`src/rtl/pfba_pkg.sv`:
```
// ----------------------------------------------------------------------------
// pfba_pkg: shared definitions for the physical frame bitmap allocator
// Status codes, result kinds, controller/datapath handshake structs and the
// lowest-clear-bit encoder used by the allocate path.
// ----------------------------------------------------------------------------
package pfba_pkg;

  localparam int          MAX_FRAMES_DEF  = 32768;
  localparam int          FRAME_W         = 15;
  localparam int          CFG_W           = 16;
  localparam int          STATUS_W        = 2;
  localparam int          WORD_W          = 32;
  localparam int          BIT_W           = 5;
  localparam int          FRAME_FIELD_LIM = 32768;
  localparam logic [31:0] FULL_WORD       = 32'hFFFF_FFFF;
  localparam logic [15:0] CFG_RESET       = 16'd32768;

  localparam logic [STATUS_W-1:0] ST_DONE  = 2'd0;
  localparam logic [STATUS_W-1:0] ST_NOACT = 2'd1;
  localparam logic [STATUS_W-1:0] ST_OOF   = 2'd2;

  // What kind of result the datapath assembles when it loads the output.
  typedef enum logic [1:0] {
    RK_ALLOC = 2'd0,
    RK_NOACT = 2'd1,
    RK_OOF   = 2'd2,
    RK_FREED = 2'd3
  } res_kind_t;

  typedef struct packed {
    logic      in_rdy;
    logic      clr_wr;
    logic      cnt_clr;
    logic      cnt_inc;
    logic      scan_rd;
    logic      cap_word;
    logic      enc_wr;
    logic      free_rd;
    logic      free_wr;
    logic      load_out;
    res_kind_t kind;
  } ctrl_cmd_t;

  typedef struct packed {
    logic accept;
    logic noact;
    logic is_free;
    logic free_managed;
    logic hit;
    logic scan_end;
    logic rd_pending;
    logic out_free;
    logic clr_last;
  } dp_stat_t;

  // Index of the lowest clear bit of a word that is known not to be full.
  // Binary search over halves: five narrow steps.
  function automatic logic [BIT_W-1:0] lowest_clear(input logic [WORD_W-1:0] word);
    logic [WORD_W-1:0] v;
    logic [BIT_W-1:0]  idx;
    logic [WORD_W-1:0] mask;
    v   = ~word;
    idx = '0;
    for (int i = BIT_W - 1; i >= 0; i--) begin
      mask = (32'd1 << (1 << i)) - 32'd1;
      if ((v & mask) == '0) begin
        idx[i] = 1'b1;
        v      = v >> (1 << i);
      end
    end
    return idx;
  endfunction

endpackage

```
`src/rtl/pfba_ctrl.sv`:
```
// ----------------------------------------------------------------------------
// pfba_ctrl: sequencer of the frame allocator
// Clears the bitmap after reset, then runs one transaction at a time.
// ----------------------------------------------------------------------------
module pfba_ctrl (
  input  logic                 clk,
  input  logic                 rst_n,
  input  pfba_pkg::dp_stat_t   stat,
  output pfba_pkg::ctrl_cmd_t  cmd
);
  import pfba_pkg::*;

  typedef enum logic [6:0] {
    S_CLR     = 7'b0000001,
    S_IDLE    = 7'b0000010,
    S_SCAN    = 7'b0000100,
    S_ENC     = 7'b0001000,
    S_FREE_RD = 7'b0010000,
    S_FREE_WR = 7'b0100000,
    S_DONE    = 7'b1000000
  } state_t;

  state_t    state_r, state_nxt;
  res_kind_t kind_r, kind_nxt;

  always_comb begin
    state_nxt = state_r;
    kind_nxt  = kind_r;
    cmd       = '0;
    cmd.kind  = kind_r;
    case (state_r)
      S_CLR: begin
        cmd.clr_wr  = 1'b1;
        cmd.cnt_inc = 1'b1;
        if (stat.clr_last) begin
          state_nxt = S_IDLE;
        end
      end
      S_IDLE: begin
        cmd.in_rdy  = 1'b1;
        cmd.cnt_clr = 1'b1;
        if (stat.accept) begin
          if (stat.noact) begin
            kind_nxt  = RK_NOACT;
            state_nxt = S_DONE;
          end else if (stat.is_free) begin
            kind_nxt  = RK_FREED;
            state_nxt = stat.free_managed ? S_FREE_RD : S_DONE;
          end else begin
            kind_nxt  = RK_ALLOC;
            state_nxt = S_SCAN;
          end
        end
      end
      S_SCAN: begin
        if (stat.hit) begin
          cmd.cap_word = 1'b1;
          state_nxt    = S_ENC;
        end else if (stat.scan_end) begin
          if (!stat.rd_pending) begin
            kind_nxt  = RK_OOF;
            state_nxt = S_DONE;
          end
        end else begin
          cmd.scan_rd = 1'b1;
          cmd.cnt_inc = 1'b1;
        end
      end
      S_ENC: begin
        cmd.enc_wr = 1'b1;
        state_nxt  = S_DONE;
      end
      S_FREE_RD: begin
        cmd.free_rd = 1'b1;
        state_nxt   = S_FREE_WR;
      end
      S_FREE_WR: begin
        cmd.free_wr = 1'b1;
        state_nxt   = S_DONE;
      end
      S_DONE: begin
        if (stat.out_free) begin
          cmd.load_out = 1'b1;
          state_nxt    = S_IDLE;
        end
      end
      default: begin
        state_nxt = S_IDLE;
      end
    endcase
  end

  always_ff @(posedge clk) begin
    if (!rst_n) begin
      state_r <= S_CLR;
      kind_r  <= RK_NOACT;
    end else begin
      state_r <= state_nxt;
      kind_r  <= kind_nxt;
    end
  end

endmodule

```
`config.mk`:
```
export PLATFORM = sky130hd
export DESIGN_NAME = pfba_ctrl
export DESIGN_NICKNAME = d
export VERILOG_FILES = /design/src/rtl/pfba_pkg.sv /design/src/rtl/pfba_ctrl.sv
export SDC_FILE = /design/constraint.sdc
export NUM_CORES = 1
export LEC_CHECK = 0
export BUFFER_PORTS_ARGS = -buffer_cell sky130_fd_sc_hd__buf_2
export CORE_AREA = 2 2 39 41
export DETAILED_ROUTE_END_ITERATION = 12
export DIE_AREA = 0 0 41 43
export MAX_ROUTING_LAYER = met4
export PLACE_DENSITY = 0.81
export SYNTH_ARGS = -nofsm -noshare
export SYNTH_HDL_FRONTEND = slang
export SYNTH_SLANG_ARGS = --single-unit
```
`constraint.sdc`:
```
create_clock -name clk -period 3.65 [get_ports clk]
set_input_delay 0 -clock clk [delete_from_list [all_inputs] [get_ports clk]]
set_output_delay 0 -clock clk [all_outputs]
set_load 0.01 [all_outputs]
```
Word level (Yosys, flattened, before mapping)
Index checks and enable logic that the tools add are counted.
{ "word_totals": {"word_cells": 50, "n_memories": 0, "latchBits": 0, "romBits": 0, "mem_bits_rw": 0, "regBits": 9, "output_inout_bits": 12, "inputBits": 11} }
{ "classes": {"multipliers": 0, "eq_ne": 15, "n_mux": 29, "n_bitwise": 0, "magnitude_cmp": 0, "shift": 0, "n_reduce_logical": 4, "div_mod_pow": 0, "add_sub_neg": 0} }
{ "ops": {"columns": ["operator", "count"], "rows": [
  ["$mux W7", 9],
  ["$pmux W7 S6", 1],
  ["$mux W2", 9],
  ["$ne A2 B2 Y1 const B", 6],
  ["$reduce_and A5 Y1", 2],
  ["$mux W1", 8],
  ["$eq A7 B1 Y1 const B", 1],
  ["$eq A7 B2 Y1 const B", 1],
  ["$eq A7 B3 Y1 const B", 1],
  ["$eq A7 B4 Y1 const B", 1],
  ["$eq A7 B5 Y1 const B", 1],
  ["$eq A7 B6 Y1 const B", 1],
  ["$eq A7 B7 Y1 const B", 1],
  ["$ne A3 B3 Y1 const B", 2],
  ["$pmux W2 S2", 1],
  ["$pmux W1 S2", 1],
  ["$reduce_bool A2 Y1", 1],
  ["$reduce_or A2 Y1", 1]
]} }

Depth between registers and ports, before layout
{ "depth": {"depth_word": 5, "ltp_mapped": 5, "mapped_depth_nobuf": 4} }

Least setup slack after synthesis
Ideal clock, no wire load.
{ "synth_path": {"kind": "flip-flop to flip-flop", "start": "reg state_r[6]", "end": "reg kind_r[1]", "synth_period_minus_slack_ns": 1.775, "path_stages_with_launch": 6, "setup_ns": 0.119, "slack_ns": 1.875, "arrival_time_ns": 1.657, "required_ns": 3.531, "cell_sequence": "dfxtp_1 > buf_2 > or4b_1 > nor2_1 > nand2_1 > o221a_1"} }
{ "synth_via": {"elab_chain_len": 3, "elab_cells_between_ends": 9, "cone_classes": "eq/ne (6); mux (1); reduce/logical (2)"} }
{ "synth_lines": {"columns": ["element", "line_no", "text"], "rows": [
  ["from (decl)", "pfba_ctrl.sv:23", "state_t state_r, state_nxt;"],
  ["from (signal assigned)", "pfba_ctrl.sv:98", "state_r <= state_nxt;"],
  ["$eq A7 B3 Y1 or $eq A7 B2 Y1 (tied branches)", "pfba_ctrl.sv:31", "case (state_r)"],
  ["$ne A2 B2 Y1 (no source line) or $reduce_bool A2 Y1 (tied branches)", null, null],
  ["$reduce_and A5 Y1 (no source line)", null, null],
  ["to (signal assigned)", "pfba_ctrl.sv:99", "kind_r <= kind_nxt;"],
  ["to (decl)", "pfba_ctrl.sv:24", "res_kind_t kind_r, kind_nxt;"]
]} }
Several ways; a longest one is shown, not always the timed one.
A chain may end at the register's enable or synchronous reset.

Final worst setup path
{ "layout_path": {"start": "reg state_r[1]", "end": "reg state_r[0]"} }
{ "layout_via": {"elab_chain_len": 3, "elab_cells_between_ends": 15, "cone_classes": "eq/ne (12); mux (1); reduce/logical (2)"} }
{ "layout_lines": {"columns": ["element", "line_no"], "rows": [
  ["$eq A7 B3 Y1, or another cell as far along", "pfba_ctrl.sv:31"],
  ["$ne A3 B3 Y1 (no source line), or another cell as far along", null],
  ["$reduce_and A5 Y1 (no source line) or $pmux W7 S6 (tied branches)", null]
]} }
Several ways; a longest one is shown, not always the timed one.

==> summary.md <==
| Metric | Value |
|---|---|
| Setup Crit Path Kind | `register to register` |
| Layer with the highest usage | `met2` |
| Post-route DRC | `0` |
| Met2 usage | `36.6%` |
| Core box area | `1380 sq um` |
| Deepest clock path buffer count | `2` |
| Layout cell share with drive strength beyond 1 | `28.0%` |
| Syn_area_per_cell | `~8.3 sq um` |
| Iter 0 DRT Violations | `17` |
| Synth Instances | `74` |
| Fillers | `135` |
| RSZ-0062 raised after global routing | `false` |
| Worst-Skew Late Latency | `0.27 ns` |
| Vias in the first global route | `between 600 and 700` |
| DRT antenna net count | `0` |
| Routability cong. | `0.817` |
| Hold Path Class | `input port to register` |
| TritonCTS Buffers | `3` |
| Via-to-Cell Ratio | `5.77` |
| Static leakage | `approximately 0.00034 uW` |
| Cts hold-fix bufs | `4` |
| Critical Path Sink Type | `register` |
| Post-Route WL | `around 1.6 mm` |
| Die H | `43 um` |
| Gates resized, CTS repair | `0` |
| Post-synthesis cell type count | `31` |
| Post-synthesis sequential area ratio | `29.4%` |
| CP required | `3.86 ns` |
| Outcome | `finished, final reports clean` |
| DR vias | `669` |
| Multi-input gate area | `a little under 400 sq um` |
| Layout area overhead | `27.6%` |
| Max Clk Rate | `~500 MHz` |
| Syn. warnings | `0` |
| Synthesized area | `613 sq um` |
| Root buffer cell | `clkbuf_4` |
| First-pass GRT wire length | `2.62 mm` |
| Total track usage | `23.1%` |
| Initial antenna violation count | `0` |
| Largest net degree at the start of global routing | `11` |
| Grt met3 use | `4.71%` |
| Reg clk slew, reported paths | `0.07 ns` |
| Grt total ovfl | `0` |
| Critical Path, Cell by Cell | `nor4_1, nand3_1, o21ai_0, dlygate4sd3_1` |
| Worst setup SP type | `register` |
| #FFs+latches synth | `9` |
| Initial Util | `44.3%` |
| Endpoints failing setup | `0` |
| VDD IR-drop max | `199 uV` |
| Die width | `slightly above 40 um` |
| Setup WS post-layout | `1.71 ns` |
| Reg-to-reg slack, setup | `~1.7 ns` |
| DRT Pass-1 Iters | `4` |
| Final period util | `53.2%` |
| PD cells | `333 nW/um^2` |
| Tmin final | `1.94 ns` |
| H-tree depth | `1` |
| Least-Margin Pin Slew | `0.685 ns` |
| Antenna diode count | `0` |
| CTS sink cnt | `9` |
| Fin nets | `between 100 and 150` |
| CTS tree | `yes` |
| Met1 GRT Util | `26.0%` |
| IO Count | `23` |
| DP Worst Slack | `~1.8 ns` |
| HPWL Detailed | `1.21 mm` |
| Setup TNS | `0 ns` |
| Syn Nets | `85` |
| Slew Limit Headroom | `54.0%` |
| Total setup buffers inserted after CTS | `0` |
| Port Buffers | `22` |
| Routed length per instance | `about 14 um` |
| Final Hold Viols | `0` |
| # rows | `14` |
| Max stage delay on crit path | `0.55 ns` |
| Setup Skew | `0.00751 ns` |
| Die area | `~1800 sq um` |
| Max-slew violation count | `0` |
| CP arrival | `2.15 ns` |
| Max stage delay cell, worst path | `dlygate4sd3_1` |
| Register area | `~180 sq um` |
| Max Fanout on Critical Path | `10` |
| Maxcap violations | `0` |
cell usage after synthesis (all sizes together):
master / number / area [sq um]
and2: 2 / 12.5
o21ai: 4 / 20.0
or4b: 2 / 23.8
a2111oi: 1 / 27.5
o221a: 1 / 11.3
nor3: 4 / 20.0
nand3: 5 / 25.0
inv: 3 / 11.3
nor2: 8 / 30.0
nor4b: 3 / 26.3
a21oi: 3 / 15.0
nor4: 3 / 25.0
o31ai: 2 / 15.0
clkbuf: 1 / 3.75
and3b: 1 / 8.76
o211ai: 3 / 22.5
and4b: 1 / 10.0
o221ai: 1 / 8.76
xor2: 1 / 8.76
nor2b: 5 / 31.3
dfxtp: 9 / 180
buf: 3 / 23.8
nor3b: 3 / 22.5
or3: 1 / 6.26
nand2: 1 / 3.75
and3: 2 / 12.5
nand3b: 1 / 7.51
layout make-up:
class                           count  area share, %
Sequential cell                     9           23.0
Tap cell                           16           2.56
Clock buffer                        4           3.36
Multi-Input combinational cell     58           50.4
Timing Repair Buffer               26           19.2
Inverter                            3           1.44
placed cells by master, fill, tap and decap left out:
| master | instances |
|---|---|
| a2111oi_4 | 1 |
| a21oi_1 | 3 |
| and2_1 | 2 |
| and3_1 | 2 |
| and3b_1 | 1 |
| and4b_1 | 1 |
| buf_2 | 22 |
| clkbuf_1 | 1 |
| clkbuf_4 | 3 |
| dfxtp_1 | 9 |
| dlygate4sd3_1 | 4 |
| inv_1 | 3 |
| nand2_1 | 1 |
| nand3_1 | 5 |
| nand3b_1 | 1 |
| nor2_1 | 8 |
| nor2b_1 | 5 |
| nor3_1 | 4 |
| nor3b_1 | 3 |
| nor4_1 | 2 |
| nor4_2 | 1 |
| nor4b_1 | 3 |
| o211ai_1 | 3 |
| o21ai_0 | 4 |
| o221a_1 | 1 |
| o221ai_1 | 1 |
| o31ai_1 | 2 |
| or3_1 | 1 |
| or4b_1 | 1 |
| or4b_4 | 1 |
| xor2_1 | 1 |
kinds of logic (layout without fill, tap and decap cells):
group / count (synthesis) / count (layout) / share of synthesized area, %
buf+inv: 7 / 33 / 6.33
xor+xnor: 1 / 1 / 1.43
flops: 9 / 9 / 29.4
simple gates: 42 / 42 / 43.3
compound gates: 15 / 15 / 19.6
power by group:
part           internal, uW  switching [uW]
logic                  30.9            38.3
clock network          42.2            37.3
registers               104            7.85
total                   177            83.4
sequential cells by signal (all words and copies together) (netlist names):
| name | count |
|---|---|
| kind_r | 2 |
| state_r | 7 |
through the flow:
step	std cells	total power [uW]	util (%)	hold slack, ns	instance area, sq um
after global placement	108	176	51.7	0.243	716
after floorplan	74	159	-	0.0475	613
after detailed placement	108	177	51.7	0.221	716
final	116	261	56.5	0.0532	782
after global routing	116	273	56.5	0.0644	782
after CTS	116	260	56.5	0.0528	782
metal layers:
layer	wire length [um]	vias to the layer above
li1	-	334
met1	715	310
met2	841	21
met3	69	4
met4	22	0
met5	0	-
worst paths after layout:
check                             endpoint  cells past startpoint  startpoint
worst max-delay path            state_r[0]                      4  state_r[1]
worst min-delay path            state_r[4]                      4     stat[7]
worst max register to register  state_r[0]                      4  state_r[1]
worst min register to register   kind_r[1]                      1   kind_r[1]
worst max-delay path: cells and delay by family (launching register included):
kind / cells / cell delay, ns
and+or+nand+nor: 2 / 0.77
buffers and inverters: 1 / 0.55
DFF: 1 / 0.39
AOI/OAI and AO/OA: 1 / 0.18
(Power assumes the default switching activity.)
